### config.mk
export PLATFORM = sky130hd
export DESIGN_NAME = synchronizing_pair_check
export DESIGN_NICKNAME = d
export VERILOG_FILES = /design/src/rtl/spc_pkg.sv /design/src/rtl/spc_table.sv /design/src/rtl/spc_pair.sv /design/src/rtl/synchronizing_pair_check.sv
export SDC_FILE = /design/constraint.sdc
export NUM_CORES = 1
export LEC_CHECK = 0
export BUFFER_PORTS_ARGS = -buffer_cell sky130_fd_sc_hd__buf_2
export CAP_MARGIN = 20
export CORE_ASPECT_RATIO = 1.25
export CORE_UTILIZATION = 57
export DETAILED_ROUTE_END_ITERATION = 10
export GPL_ROUTABILITY_DRIVEN = 1
export PLACE_DENSITY = 0.82
export SLEW_MARGIN = 20
export SYNTH_ARGS = -nofsm -noshare
export SYNTH_HDL_FRONTEND = slang
export SYNTH_HIERARCHICAL = 1
export SYNTH_SLANG_ARGS = --single-unit
### constraint.sdc
create_clock -name clk -period 4.6 [get_ports clk]
set_input_delay 0.92 -clock clk [delete_from_list [all_inputs] [get_ports clk]]
set_output_delay 0.92 -clock clk [all_outputs]
set_load 0.02 [all_outputs]
### src/rtl/spc_pkg.sv
// Shared constants for the synchronizing pair check.
// No dependencies.
package spc_pkg;
  localparam int MAX_STATES_DEF  = 16;
  localparam int MAX_LETTERS_DEF = 4;
  localparam int TW              = 4;  // table entry (state) width
  localparam int SCW             = 5;  // state_count register width
  localparam int LCW             = 3;  // letter_count register width
  localparam int SC_RST          = 16;
  localparam int LC_RST          = 2;
  localparam logic CFG_STATE_COUNT  = 1'b0;
  localparam logic CFG_LETTER_COUNT = 1'b1;
endpackage

### src/rtl/spc_table.sv
// Transition table memory: one write port, two registered read ports.
// Depends on spc_pkg.
module spc_table
  import spc_pkg::*;
#(
  parameter int DEPTH = MAX_STATES_DEF * MAX_LETTERS_DEF,
  parameter int AW    = $clog2(DEPTH)
) (
  input  logic          clk,
  input  logic          we,
  input  logic [AW-1:0] waddr,
  input  logic [TW-1:0] wdata,
  input  logic [AW-1:0] raddr_a,
  input  logic [AW-1:0] raddr_b,
  output logic [TW-1:0] rdata_a,
  output logic [TW-1:0] rdata_b
);
  logic [TW-1:0] mem [DEPTH];

  always_ff @(posedge clk) begin
    if (we) begin
      mem[waddr] <= wdata;
    end
    rdata_a <= mem[raddr_a];
    rdata_b <= mem[raddr_b];
  end
endmodule

### src/rtl/spc_pair.sv
// Pair-mergeable bit memory: one write port, one registered read port.
// Depends on spc_pkg.
module spc_pair
  import spc_pkg::*;
#(
  parameter int DEPTH = MAX_STATES_DEF * MAX_STATES_DEF,
  parameter int AW    = $clog2(DEPTH)
) (
  input  logic          clk,
  input  logic          we,
  input  logic [AW-1:0] waddr,
  input  logic          wdata,
  input  logic [AW-1:0] raddr,
  output logic          rdata
);
  logic mem [DEPTH];

  always_ff @(posedge clk) begin
    if (we) begin
      mem[waddr] <= wdata;
    end
    rdata <= mem[raddr];
  end
endmodule

### src/rtl/synchronizing_pair_check.sv
// Synchronizing-automaton check by pair-graph fixed point.
// Depends on spc_pkg, spc_table, spc_pair.
//
// Table entries (from_state, letter, next_state) load one per cycle into a
// transition memory; entries outside the table are dropped. A transaction
// with last set writes its entry and then starts the check; input stalls
// until the check ends. The check first clears the pair memory, one pair in
// use at a time, then sweeps all pairs until a sweep changes nothing. Per
// pair: ST_PM reads the pair bit and the letter-0 targets; ST_CHK skips a
// pair already merged, else evaluates the letter. A target pair that must be
// looked up in the pair memory is read out in ST_LOOK, and the next letter's
// targets are fetched in ST_TRD and evaluated in ST_TEV. The result sits in
// an output register; one more result is not produced until the previous one
// has been taken.
module synchronizing_pair_check
  import spc_pkg::*;
#(
  parameter int MAX_STATES  = MAX_STATES_DEF,
  parameter int MAX_LETTERS = MAX_LETTERS_DEF
) (
  input  logic       clk,
  input  logic       rst_n,
  input  logic       in_valid,
  output logic       in_stall,
  input  logic [3:0] in_from_state,
  input  logic [1:0] in_letter,
  input  logic [3:0] in_next_state,
  input  logic       in_last,
  output logic       out_valid,
  input  logic       out_stall,
  output logic       out_synchronizing,
  input  logic       cfg_valid,
  output logic       cfg_ready,
  input  logic       cfg_index,
  input  logic [7:0] cfg_wdata
);
  localparam int TDEPTH = MAX_STATES * MAX_LETTERS;
  localparam int TAW    = $clog2(TDEPTH);
  localparam int PDEPTH = MAX_STATES * MAX_STATES;
  localparam int PAW    = $clog2(PDEPTH);
  localparam int SW     = $clog2(MAX_STATES);
  localparam int CW     = $clog2(MAX_STATES + 1);
  localparam int LW     = $clog2(MAX_LETTERS + 1);

  localparam logic [2:0] ST_IDLE = 3'd0;
  localparam logic [2:0] ST_CLR  = 3'd1;
  localparam logic [2:0] ST_PM   = 3'd2;  // issue pair bit + letter 0 reads
  localparam logic [2:0] ST_CHK  = 3'd3;  // skip test + evaluate letter
  localparam logic [2:0] ST_TRD  = 3'd4;  // issue next letter reads
  localparam logic [2:0] ST_TEV  = 3'd5;  // evaluate letter
  localparam logic [2:0] ST_LOOK = 3'd6;  // target pair bit available
  localparam logic [2:0] ST_DONE = 3'd7;

  logic [SCW-1:0] sc_r;
  logic [LCW-1:0] lc_r;
  logic [2:0]     st_r, st_nxt;
  logic [SW-1:0]  p_r, p_nxt, q_r, q_nxt;
  logic [LW-1:0]  c_r, c_nxt;
  logic           chg_r, chg_nxt, allm_r, allm_nxt, res_r, res_nxt;
  logic           out_valid_r, out_sync_r;

  logic [CW-1:0]  ns;
  logic [LW-1:0]  nl;
  logic [TW-1:0]  tx, ty;
  logic           pm_rd;
  logic [PAW-1:0] pm_raddr, pm_waddr;
  logic           pm_we, pm_wdata;
  logic           in_acc, in_wr;
  logic [TAW-1:0] in_waddr, ta_addr, tb_addr;
  logic           pair_last;
  logic [SW-1:0]  adv_p, adv_q, lo, hi;

  assign ns = CW'((int'(sc_r) > MAX_STATES) ? MAX_STATES : int'(sc_r));
  assign nl = LW'((int'(lc_r) > MAX_LETTERS) ? MAX_LETTERS : int'(lc_r));

  // configuration, taken any time
  assign cfg_ready = 1'b1;
  always_ff @(posedge clk) begin
    if (!rst_n) begin
      sc_r <= SCW'(SC_RST);
      lc_r <= LCW'(LC_RST);
    end else if (cfg_valid) begin
      if (cfg_index == CFG_STATE_COUNT) sc_r <= cfg_wdata[SCW-1:0];
      else                              lc_r <= cfg_wdata[LCW-1:0];
    end
  end

  // table load
  assign in_stall = (st_r != ST_IDLE);
  assign in_acc   = in_valid && !in_stall;
  assign in_wr    = in_acc && (int'(in_from_state) < MAX_STATES)
                    && (int'(in_letter) < MAX_LETTERS);
  assign in_waddr = TAW'(int'(in_from_state) * MAX_LETTERS + int'(in_letter));
  assign ta_addr  = TAW'(int'(p_r) * MAX_LETTERS + int'(c_r));
  assign tb_addr  = TAW'(int'(q_r) * MAX_LETTERS + int'(c_r));

  spc_table #(.DEPTH(TDEPTH), .AW(TAW)) u_table (
    .clk(clk), .we(in_wr), .waddr(in_waddr), .wdata(in_next_state),
    .raddr_a(ta_addr), .raddr_b(tb_addr), .rdata_a(tx), .rdata_b(ty)
  );

  // ordered target pair
  assign lo = (tx < ty) ? SW'(tx) : SW'(ty);
  assign hi = (tx < ty) ? SW'(ty) : SW'(tx);
  assign pm_raddr = (st_r == ST_PM) ? PAW'(int'(p_r) * MAX_STATES + int'(q_r))
                                    : PAW'(int'(lo) * MAX_STATES + int'(hi));

  spc_pair #(.DEPTH(PDEPTH), .AW(PAW)) u_pair (
    .clk(clk), .we(pm_we), .waddr(pm_waddr), .wdata(pm_wdata),
    .raddr(pm_raddr), .rdata(pm_rd)
  );
  assign pm_waddr = PAW'(int'(p_r) * MAX_STATES + int'(q_r));

  // next pair in sweep order
  assign pair_last = (int'(q_r) + 1 >= int'(ns)) && (int'(p_r) + 2 >= int'(ns));
  always_comb begin
    if (int'(q_r) + 1 < int'(ns)) begin
      adv_p = p_r;
      adv_q = SW'(int'(q_r) + 1);
    end else begin
      adv_p = SW'(int'(p_r) + 1);
      adv_q = SW'(int'(p_r) + 2);
    end
  end

  always_comb begin
    logic merge, miss, look, fin;
    st_nxt   = st_r;
    p_nxt    = p_r;
    q_nxt    = q_r;
    c_nxt    = c_r;
    chg_nxt  = chg_r;
    allm_nxt = allm_r;
    res_nxt  = res_r;
    pm_we    = 1'b0;
    pm_wdata = 1'b0;
    merge    = 1'b0;
    miss     = 1'b0;
    look     = 1'b0;
    fin      = 1'b0;
    case (st_r)
      ST_IDLE: begin
        if (in_acc && in_last) begin
          p_nxt = '0;
          q_nxt = SW'(1);
          if (int'(ns) < 2) begin
            res_nxt = 1'b1;
            st_nxt  = ST_DONE;
          end else begin
            st_nxt = ST_CLR;
          end
        end
      end
      ST_CLR: begin
        pm_we = 1'b1;
        if (pair_last) begin
          p_nxt    = '0;
          q_nxt    = SW'(1);
          c_nxt    = '0;
          chg_nxt  = 1'b0;
          allm_nxt = 1'b1;
          st_nxt   = ST_PM;
        end else begin
          p_nxt = adv_p;
          q_nxt = adv_q;
        end
      end
      ST_PM: begin
        c_nxt  = '0;
        st_nxt = ST_CHK;
      end
      ST_CHK, ST_TEV: begin
        if (st_r == ST_CHK && (pm_rd || nl == '0)) begin
          if (!pm_rd) allm_nxt = 1'b0;
          fin = 1'b1;
        end else if (tx == ty) begin
          merge = 1'b1;
        end else if (int'(tx) >= int'(ns) || int'(ty) >= int'(ns)) begin
          miss = 1'b1;
        end else begin
          look = 1'b1;
        end
      end
      ST_LOOK: begin
        if (pm_rd) merge = 1'b1;
        else       miss  = 1'b1;
      end
      ST_TRD: begin
        st_nxt = ST_TEV;
      end
      ST_DONE: begin
        if (!out_valid_r || !out_stall) st_nxt = ST_IDLE;
      end
      default: st_nxt = ST_IDLE;
    endcase

    if (look) st_nxt = ST_LOOK;
    if (merge) begin
      pm_we    = 1'b1;
      pm_wdata = 1'b1;
      chg_nxt  = 1'b1;
      fin      = 1'b1;
    end
    if (miss) begin
      if (int'(c_r) + 1 < int'(nl)) begin
        c_nxt  = LW'(int'(c_r) + 1);
        st_nxt = ST_TRD;
      end else begin
        allm_nxt = 1'b0;
        fin      = 1'b1;
      end
    end
    if (fin) begin
      c_nxt = '0;
      if (!pair_last) begin
        p_nxt  = adv_p;
        q_nxt  = adv_q;
        st_nxt = ST_PM;
      end else if (chg_nxt) begin
        p_nxt    = '0;
        q_nxt    = SW'(1);
        chg_nxt  = 1'b0;
        allm_nxt = 1'b1;
        st_nxt   = ST_PM;
      end else begin
        res_nxt = allm_nxt;
        st_nxt  = ST_DONE;
      end
    end
  end

  always_ff @(posedge clk) begin
    if (!rst_n) begin
      st_r        <= ST_IDLE;
      out_valid_r <= 1'b0;
    end else begin
      st_r <= st_nxt;
      if (st_r == ST_DONE && (!out_valid_r || !out_stall)) begin
        out_valid_r <= 1'b1;
      end else if (!out_stall) begin
        out_valid_r <= 1'b0;
      end
    end
  end

  always_ff @(posedge clk) begin
    p_r    <= p_nxt;
    q_r    <= q_nxt;
    c_r    <= c_nxt;
    chg_r  <= chg_nxt;
    allm_r <= allm_nxt;
    res_r  <= res_nxt;
    if (st_r == ST_DONE && (!out_valid_r || !out_stall)) begin
      out_sync_r <= res_r;
    end
  end

  assign out_valid         = out_valid_r;
  assign out_synchronizing = out_sync_r;
endmodule

==> out/metrics.yaml, run 1 <==
yosys.area_share.simple_pct: 9.745
drtIter0Drc: 1927
clock-sinks: 548
end_kind: "flip-flop"
grt_overflow: 0
cp_top_family: "compound AO/OA/AOI/OAI gates"
coreArea_sq_um: 45070
synthArstFlopShare_pct: 0
synth_area_leaders: "edfxtp_1, mux4_2, nor2_1"
pwr-share-seq_pct: 42.2
cts_tree: "built"
hold_viol: 0
cp_cell_sequence: "inv_1 > ha_1 > nor2b_1 > o21ai_0 > a21oi_1 > nor2_1 > buf_4 > mux2i_1 > o21ai_4 > nand3b_1 > o22ai_1 > nor4_1 > a2111oi_0 > a21oi_1 > a22oi_1"
slew_violations: 0
max_stage_delay_ns: 0.63
worst_pin_slew_ns: 1.089
maxCapViolCount: 0
crit_buf_inv: 2
synth_edf_count: 513
cellPowerDensity_nw_per_um2: 474.9
fillers: 3147
cellInternalPower_mw: 9.270
root_buffer: "clkbuf_16"
max_freq_ghz: 0.2382
fin_crit_sh_pct: 91.27
skew_ns: 0.03632
ir_drop_v: 0.0003730
synth_area_sq_um: 26000
cp_data_required_time_ns: 5.15
wl_mm: 61.16
synth_top_family_by_area: "multiplexers"
switching_share_pct: 30.50
cts.path.max_buffers: 3
synth_compound_area_share_pct: 5.351
gp_congestion: 0.8749
slew_headroom_pct: 27.17
die_h_um: 240.8
grt_start_max_net_pins: 122
tns_ns: 0
hold_class: "reg -> reg"
cp_max_fo: 16
grtUsageTotal_pct: 26.99
p_comb_share_pct: 27.1
stdcell_area_sq_um: 28090
drt_first_pass_iters: 9
cp_slowest_cell: "o21ai_4"
grt_pass1_vias: 16408
cpMostUsedCell: "a21oi_1"
synth_most_common_cell: "edfxtp_1"
synthAdderAreaFrac_pct: 1.636
route.vias.total: 16009
leakagePower_nw: 8.232
cts_setup_buffers: 0
fp.dieW_um: 193.0
synth_top_cell_by_area: "edfxtp_1"
wl_per_cell_um: 25.94
htree_num_levels: 2
ios: 29
avgSynthCellArea_sq_um: 14.76
avgViaCountPerCell: 6.789
layout-drive-gt1-share_pct: 17.64
synth_common_cells: "edfxtp_1, nor2_1, mux4_2"
diodes: 0
fin_crit_ns: 4.198
synth_nets: 1821
port_buffers: 24
antenna_found_initial: 0
synth-warning-count: 6
synthMuxAreaShare_pct: 18.26
syn2layout_area_growth_pct: 8.032
ys_seq_elements: 548
netlist.area_leader.share_pct: 59.25
place_area_sq_um: 26490
violations: "DRC"
ys_seq_area_share_pct: 61.94
cts.clk_slew.worst_paths_ns: 0.07
dieArea_sq_um: 46480
critPathLaunchType: "flip-flop"
dp_hpwl_mm: 39.36
p_sw_mw: 4.068
start_util_pct: 57.69
synthCells: 1762
outcome: "finished with violations"
synth_xor_area_share_pct: 0.2358
worstPathArrival_ns: 4.75
synthFlopType: "edfxtp_1"
rsz0062_at_grt: "no"
rows: 87
drc: 2
cts_hold_buf: 0
nets: 1802
ys_types: 71
ctsResizeCount: 0
cts_buffers: 50
criticalPathCategory: "reg -> reg"
grt_pass1_wl_mm: 92.63
clk-insertion-delay-late_ns: 0.62
finalSetupViolCount: 0
ant_nets: 0
clock_power_share_pct: 30.7
==> logic make-up after synthesis <==
logic type	count (synthesis)
compound gates	199
simple gates	573
fa+ha+maj	34
flops	548
other cells	1
buf+inv	141
mux	259
xor+xnor	7
==> layer usage <==
layer,vias up,share of wire (%),GRT usage [%]
li1,6823,-,-
met1,8061,33,29.76
met2,924,54,49.53
met3,201,8.2,5.060
met4,0,4.8,13.14
met5,-,0,0
==> area by class of cell <==
class	instances	area [sq um]	area share [%]
multi-input cells	1073	9198	32.75
clock buffers	59	1295	4.610
clock inverters	30	292.8	1.042
flip-flops and latches	548	16110	57.37
inverters	20	78.83	0.2806
well taps	578	723.2	2.575
repair buffers	50	387.9	1.381
==> final timing paths <==
path                                         start                 to  slack (ns)  depth (start not counted)
worst max-delay path            u_table/rdata_b[1]       u_pair/rdata        0.40                         15
worst max register to register  u_table/rdata_b[1]       u_pair/rdata        0.40                         15
worst min-delay path                         res_r  out_synchronizing        0.43                          0
worst min register to register               res_r  out_synchronizing        0.43                          0
==> state kept, by name (all words and copies together) (netlist names) <==
name               flops
sc_r                   5
allm_r                 1
chg_r                  1
u_pair/mem           256
st_r                   3
out_valid              1
u_table/rdata_b        4
u_table/rdata_a        4
p_r                    4
c_r                    3
lc_r                   3
u_pair/rdata           1
u_table/mem          256
res_r                  1
q_r                    4
out_synchronizing      1
==> metrics by stage <==
step                      total power [mW]  utilization (%)  cells  setup slack, ns  hold slack [ns]
after global placement               9.188            58.78   2269           0.6005           0.4160
after floorplan                      8.317                -   1762           0.8031           0.4090
after global routing                 13.77            62.33   2358           0.1747           0.4541
after CTS                            13.34            62.31   2358           0.4057           0.4388
final                                13.34            62.33   2358           0.4016           0.4347
after detailed placement             9.264            58.78   2269           0.5693           0.4235
==> power groups by stage <==
stage	Sequential, mW	Clock, mW	Combinational [mW]
final	5.63	4.10	3.62
after global routing	5.64	4.33	3.80
after CTS	5.62	4.13	3.58
after detailed placement	5.73	0	3.54
after global placement	5.72	0	3.47
after floorplan	5.67	0	2.65
==> cell usage in the layout, fill, tap and decap left out, drive strengths merged, types with 12 or more instances in the layout <==
| master | Yosys | routed |
|---|---|---|
| dfxtp | 35 | 35 |
| mux4 | 167 | 167 |
| nand3 | 38 | 38 |
| edfxtp | 513 | 513 |
| a22oi | 16 | 16 |
| nor2 | 346 | 346 |
| mux2 | 17 | 17 |
| nor2b | 28 | 28 |
| clkinv | 0 | 20 |
| mux2i | 75 | 75 |
| nand3b | 12 | 12 |
| buf | 53 | 50 |
| inv | 20 | 21 |
| nand2 | 72 | 72 |
| nor3 | 15 | 15 |
| clkbuf | 68 | 59 |
| o21ai | 33 | 33 |
| o22ai | 41 | 41 |
| a21oi | 20 | 20 |
| nand2b | 12 | 12 |
| ha | 34 | 34 |
(Power assumes the default switching activity.)
==> run 2, diff against run 1 <==
--- a/config.mk
+++ b/config.mk
@@ -11,7 +11,7 @@
 export CORE_UTILIZATION = 57
 export DETAILED_ROUTE_END_ITERATION = 10
 export GPL_ROUTABILITY_DRIVEN = 1
-export PLACE_DENSITY = 0.82
+export PLACE_DENSITY = 0.8
 export SLEW_MARGIN = 20
 export SYNTH_ARGS = -nofsm -noshare
 export SYNTH_HDL_FRONTEND = slang
==> run 2 against run 1 <==
The run still ends with DRC left. Via count is 0.76% lower. Critical path type unchanged. Die area stayed put. Setup slack better by 0.20 ns. Clock power is 4% higher. Largest cell class unchanged. Power is 1.8% higher. First-iteration DRC count is 19% lower. Final area is 0.50% higher. Non-clock buffer count is 5 higher. Wire length is 1.7% lower. Worst hold slack better by 0.0068 ns. Critical path depth is 1 higher. Combinational power is 2% higher.
==> out/metrics.yaml, run 2 (synthesis results as in run 1) <==
outcome: "finished with violations"  # unchanged
violations: "DRC"  # unchanged
worst_pin_slew_ns: 1.128  # was 1.089 ns
crit_buf_inv: 3  # was 2
port_buffers: 24  # unchanged
cp_slowest_cell: "mux4_2"  # was o21ai_4
ant_nets: 0  # unchanged
layout-drive-gt1-share_pct: 17.92  # was 17.64%
slew_violations: 0  # unchanged
post-route-util_pct: 62.64  # was 62.33%
dieArea_sq_um: 46480  # unchanged
clock-sinks: 548  # unchanged
nets: 1809  # was 1802
coreArea_sq_um: 45070  # unchanged
cellPowerDensity_nw_per_um2: 481.0  # was 474.9 nW/um^2
tns_ns: 0  # unchanged
grt_pass1_vias: 15933  # was 16408
cts_tree: "built"  # unchanged
cp_data_required_time_ns: 5.08  # was 5.15 ns
cp_max_fo: 20  # was 16
grt_pass1_wl_mm: 91.38  # was 92.63 mm
critPathLaunchType: "flip-flop"  # unchanged
end_kind: "flip-flop"  # unchanged
hp-start: "res_r"  # unchanged
mostFrequentLayoutCell: "edfxtp_1"  # unchanged
die_h_um: 240.8  # unchanged
cts.path.max_buffers: 3  # unchanged
grtUsageTotal_pct: 26.60  # was 26.99%
dp_slack_ns: 0.5514  # was 0.5693 ns
layout_common_cells: "edfxtp_1, nor2_1, mux4_2"  # unchanged
grt_start_max_net_pins: 150  # was 122
crit_start: "u_table/rdata_b[1]"  # unchanged
hold_viol: 0  # unchanged
start_util_pct: 57.69  # unchanged
avgViaCountPerCell: 6.703  # was 6.789
ir_drop_v: 0.0003721  # was 0.0003730 V
max_stage_delay_ns: 0.55  # was 0.63 ns
criticalPathCategory: "reg -> reg"  # unchanged
max_freq_ghz: 0.2504  # was 0.2382 GHz
cts_buffers: 52  # was 50
ios: 29  # unchanged
ctsResizeCount: 0  # unchanged
dp_hpwl_mm: 38.35  # was 39.36 mm
finalSetupViolCount: 0  # unchanged
clk-insertion-delay-late_ns: 0.62  # about the same
rows: 87  # unchanged
cts_setup_buffers: 0  # unchanged
fin_crit_sh_pct: 86.83  # was 91.27%
reg2reg_from: "u_table/rdata_b[1]"  # unchanged
hold_class: "reg -> reg"  # unchanged
drtIter0Drc: 1553  # was 1927
cts_hold_buf: 0  # unchanged
drc: 4  # was 2
gp_congestion: 0.8392  # was 0.8749
route.vias.total: 15887  # was 16009
maxCapViolCount: 0  # unchanged
leakagePower_nw: 8.309  # was 8.232 nW
root_buffer: "clkbuf_16"  # unchanged
fin_crit_ns: 3.994  # was 4.198 ns
cp_top_family: "compound AO/OA/AOI/OAI gates"  # unchanged
grt_overflow: 0  # unchanged
wl_per_cell_um: 25.37  # was 25.94 um
syn2layout_area_growth_pct: 8.571  # was 8.032%
slew_headroom_pct: 24.81  # was 27.17%
rsz0062_at_grt: "no"  # unchanged
wl_mm: 60.14  # was 61.16 mm
drt_first_pass_iters: 10  # was 9
cp_cell_sequence: "inv_1 > ha_1 > nor2b_1 > o21ai_0 > a21oi_1 > nor2_1 > buf_4 > mux2i_1 > o21ai_4 > buf_4 > mux4_2 > or4_1 > o2111ai_1 > o22ai_1 > a21oi_1 > a22oi_1"  # was inv_1 > ha_1 > nor2b_1 > o21ai_0 > a21oi_1 > nor2_1 > buf_4 > mux2i_1 > o21ai_4 > nand3b_1 > o22ai_1 > nor4_1 > a2111oi_0 > a21oi_1 > a22oi_1
skew_ns: 0.03626  # was 0.03632 ns
fin_ws_ns: 0.6060  # was 0.4016 ns
fp.dieW_um: 193.0  # unchanged
worstPathArrival_ns: 4.47  # was 4.75 ns
antenna_found_initial: 1  # was 0
htree_num_levels: 2  # unchanged
cts.clk_slew.worst_paths_ns: 0.06  # was 0.07 ns
reg_top3: "u_pair/mem (256), u_table/mem (256), sc_r (5)"  # unchanged
-- run 2: power breakdown --
part | leakage [nW] | total (mW) | internal [mW] | switching (mW)
registers | 4.43 | 5.61 | 5.49 | 0.119
logic | 3.05 | 3.71 | 1.53 | 2.18
clock network | 0.837 | 4.25 | 2.42 | 1.84
-- run 2: per-stage QoR --
step	power, mW	hold slack, ns	std cells	area (sq um)
after floorplan	8.317	0.4090	1762	26000
after global placement	9.310	0.4172	2274	26520
final	13.58	0.4414	2370	28230
after global routing	14.05	0.4577	2369	28230
after detailed placement	9.391	0.4447	2274	26520
after CTS	13.62	0.4445	2369	28220
-- run 2: final timing paths --
path         slack [ns]                 to  depth (start not counted)
max                0.61       u_pair/rdata                         16
min                0.44  out_synchronizing                          0
max reg2reg        0.61       u_pair/rdata                         16
min reg2reg        0.44  out_synchronizing                          0
-- run 2: area by class of cell --
type                    count  area, sq um
inverters                  20        78.83
repair buffers             55        420.4
fillers                  3185        16840
clock inverters            30        279.0
flip-flops and latches    548        16110
diodes                      1        2.502
clock buffers              65         1421
well taps                 578        723.2
multi-input cells        1073         9190
-- run 2: metal layers --
layer	wire length [um]	global-route usage [%]	share of wire (%)	vias up
li1	-	-	-	6856
met1	20940	30.65	35	8077
met2	31590	47.16	53	766
met3	4462	4.842	7.4	188
met4	3146	13.73	5.2	0
met5	0	0	0	-
-- run 2: worst reg2reg max path: stages (launching register included) --
cell and delay, ns:
dfxtp_1 0.38, inv_1 0.06, ha_1 0.30, nor2b_1 0.13, o21ai_0 0.15, a21oi_1 0.09, nor2_1 0.08, buf_4 0.17
mux2i_1 0.12, o21ai_4 0.48, buf_4 0.48, mux4_2 0.56, or4_1 0.41, o2111ai_1 0.09, o22ai_1 0.13, a21oi_1 0.17
a22oi_1 0.08
==> run 3, diff against run 2 <==
--- a/config.mk
+++ b/config.mk
@@ -11,7 +11,7 @@
 export CORE_UTILIZATION = 57
 export DETAILED_ROUTE_END_ITERATION = 10
 export GPL_ROUTABILITY_DRIVEN = 1
-export PLACE_DENSITY = 0.8
+export PLACE_DENSITY_LB_ADDON = 0.25
 export SLEW_MARGIN = 20
 export SYNTH_ARGS = -nofsm -noshare
 export SYNTH_HDL_FRONTEND = slang
==> run 3 against run 2 <==
The flow still finishes with violations (DRC). Wire length about the same. Clock skew up 0.0015 ns. Combinational power about the same. Setup slack worse by 0.28 ns. Sequential power about the same. First-iteration DRC count down 8.5%. Final area about the same. Non-clock buffer count up 5. Flip-flop and latch count unchanged. Register-to-register slack worse by 0.28 ns. Clock-buffer cell count down 7. Die area unchanged.
==> out/metrics.yaml, run 3 (synthesis results as in run 1) <==
drt_first_pass_iters: 10  # unchanged
port_buffers: 24  # unchanged
wl_per_cell_um: 25.33  # was 25.37 um
slew_violations: 0  # unchanged
rsz0062_at_grt: "no"  # unchanged
hold_class: "reg -> reg"  # unchanged
ios: 29  # unchanged
worstPathArrival_ns: 4.80  # was 4.47 ns
grt_pass1_wl_mm: 91.43  # was 91.38 mm
gp_congestion: 0.8476  # was 0.8392
route.vias.total: 15470  # was 15887
switching_share_pct: 31.04  # was 30.48%
end_kind: "flip-flop"  # unchanged
diodes: 0  # was 1
cts_tree: "built"  # unchanged
final_cells: 2376  # was 2370
root_buffer: "clkbuf_16"  # unchanged
finalSetupViolCount: 0  # unchanged
htree_num_levels: 2  # unchanged
dieArea_sq_um: 46480  # unchanged
dp_slack_ns: 0.4032  # was 0.5514 ns
mostFrequentLayoutCell: "edfxtp_1"  # unchanged
critPathLaunchType: "flip-flop"  # unchanged
syn2layout_area_growth_pct: 8.599  # was 8.571%
layout_common_cells: "edfxtp_1, nor2_1, mux4_2"  # unchanged
numPlacedInstances: 2279  # was 2274
tns_ns: 0  # unchanged
stdcell_area_sq_um: 28240  # was 28230 sq um
rows: 87  # unchanged
place_area_sq_um: 26550  # was 26520 sq um
p_comb_share_pct: 27.4  # about the same
reg_top3: "u_pair/mem (256), u_table/mem (256), sc_r (5)"  # unchanged
p_sw_mw: 4.214  # was 4.138 mW
violations: "DRC"  # unchanged
grt_overflow: 0  # unchanged
cellInternalPower_mw: 9.363  # was 9.439 mW
timing.hold.ws_ns: 0.4412  # was 0.4414 ns
ir_drop_v: 0.0004759  # was 0.0003721 V
fp.dieW_um: 193.0  # unchanged
cp_max_fo: 18  # was 20
slew_headroom_pct: 25.68  # was 24.81%
post-route-util_pct: 62.65  # was 62.64%
cts.path.max_buffers: 3  # unchanged
skew_ns: 0.03778  # was 0.03626 ns
criticalPathCategory: "reg -> reg"  # unchanged
cts_buffers: 53  # was 52
cp_data_required_time_ns: 5.13  # was 5.08 ns
ctsResizeCount: 0  # unchanged
cts_setup_buffers: 0  # unchanged
grt_pass1_vias: 15654  # was 15933
clock_power_share_pct: 31.1  # was 31.3%
cellPowerDensity_nw_per_um2: 480.8  # was 481.0 nW/um^2
finalPower_mw: 13.58  # about the same
grtUsageTotal_pct: 26.81  # was 26.60%
antenna_found_initial: 0  # was 1
pwr-share-seq_pct: 41.5  # was 41.3%
reg2reg_depth: 17  # was 16
max_freq_ghz: 0.2341  # was 0.2504 GHz
cts.clk_slew.worst_paths_ns: 0.06  # about the same
maxCapViolCount: 0  # unchanged
wl_mm: 60.19  # was 60.14 mm
worst_pin_slew_ns: 1.115  # was 1.128 ns
coreArea_sq_um: 45070  # unchanged
fin_crit_sh_pct: 92.86  # was 86.83%
fin_crit_ns: 4.272  # was 3.994 ns
fin_ws_ns: 0.3284  # was 0.6060 ns
clk-insertion-delay-late_ns: 0.63  # was 0.62 ns
grt_start_max_net_pins: 257  # was 150
leakagePower_nw: 8.304  # was 8.309 nW
dp_hpwl_mm: 38.76  # was 38.35 mm
nets: 1815  # was 1809
whs_path_depth: 0  # unchanged
die_h_um: 240.8  # unchanged
start_util_pct: 57.69  # unchanged
cts_hold_buf: 0  # unchanged
avgViaCountPerCell: 6.511  # was 6.703
drc: 2  # was 4
ant_nets: 0  # unchanged
layout-drive-gt1-share_pct: 17.96  # was 17.92%
clock-sinks: 548  # unchanged
outcome: "finished with violations"  # unchanged
drtIter0Drc: 1421  # was 1553
hold_viol: 0  # unchanged
==> run 3: per-layer routing <==
metal | part of all wire, % | up-vias | track usage (%)
li1 | - | 6859 | -
met1 | 36 | 7828 | 31.47
met2 | 53 | 618 | 47.76
met3 | 6.2 | 165 | 4.086
met4 | 5.2 | 0 | 13.28
met5 | 0 | - | 0
==> run 3: power by group through the flow <==
| stage | registers, mW | logic [mW] | clock network (mW) |
|---|---|---|---|
| 2_1_floorplan | 5.67 | 2.65 | 0 |
| 3_3_place_gp | 5.73 | 3.64 | 0 |
| 3_5_place_dp | 5.74 | 3.69 | 0 |
| 4_1_cts | 5.63 | 3.71 | 4.28 |
| 5_1_grt | 5.65 | 3.95 | 4.46 |
| 6_report | 5.63 | 3.72 | 4.22 |
==> run 3: path summary, 6_finish.rpt <==
path | startpoint | endpoint | slack (ns)
setup / recovery | u_table/rdata_b[1] | u_pair/rdata | 0.33
hold / removal | res_r | out_synchronizing | 0.44
setup reg to reg | u_table/rdata_b[1] | u_pair/rdata | 0.33
hold reg to reg | res_r | out_synchronizing | 0.44
==> run 3: worst max-delay path, cell delays in order, from the launching register on <==
cell and delay (ns):
dfxtp_1 0.40, inv_1 0.07, ha_1 0.30, nor2b_1 0.13, o21ai_0 0.14, a21oi_1 0.08, nor2_1 0.18, buf_4 0.20
mux2i_1 0.11, o21ai_4 0.42, buf_12 0.26, nand3_1 0.28, buf_4 0.31, o22ai_1 0.17, nor3_1 0.09, a2111oi_0 0.70
a21oi_1 0.11, a22oi_1 0.23
==> run 3: area by class of cell <==
cell class              instances  area [sq um]
well taps                     578         723.2
inverters                      20         78.83
clock buffers                  58          1345
flip-flops and latches        548         16110
repair buffers                 60         445.4
multi-input cells            1073          9198
fillers                      3273         16830
clock inverters                39         332.8
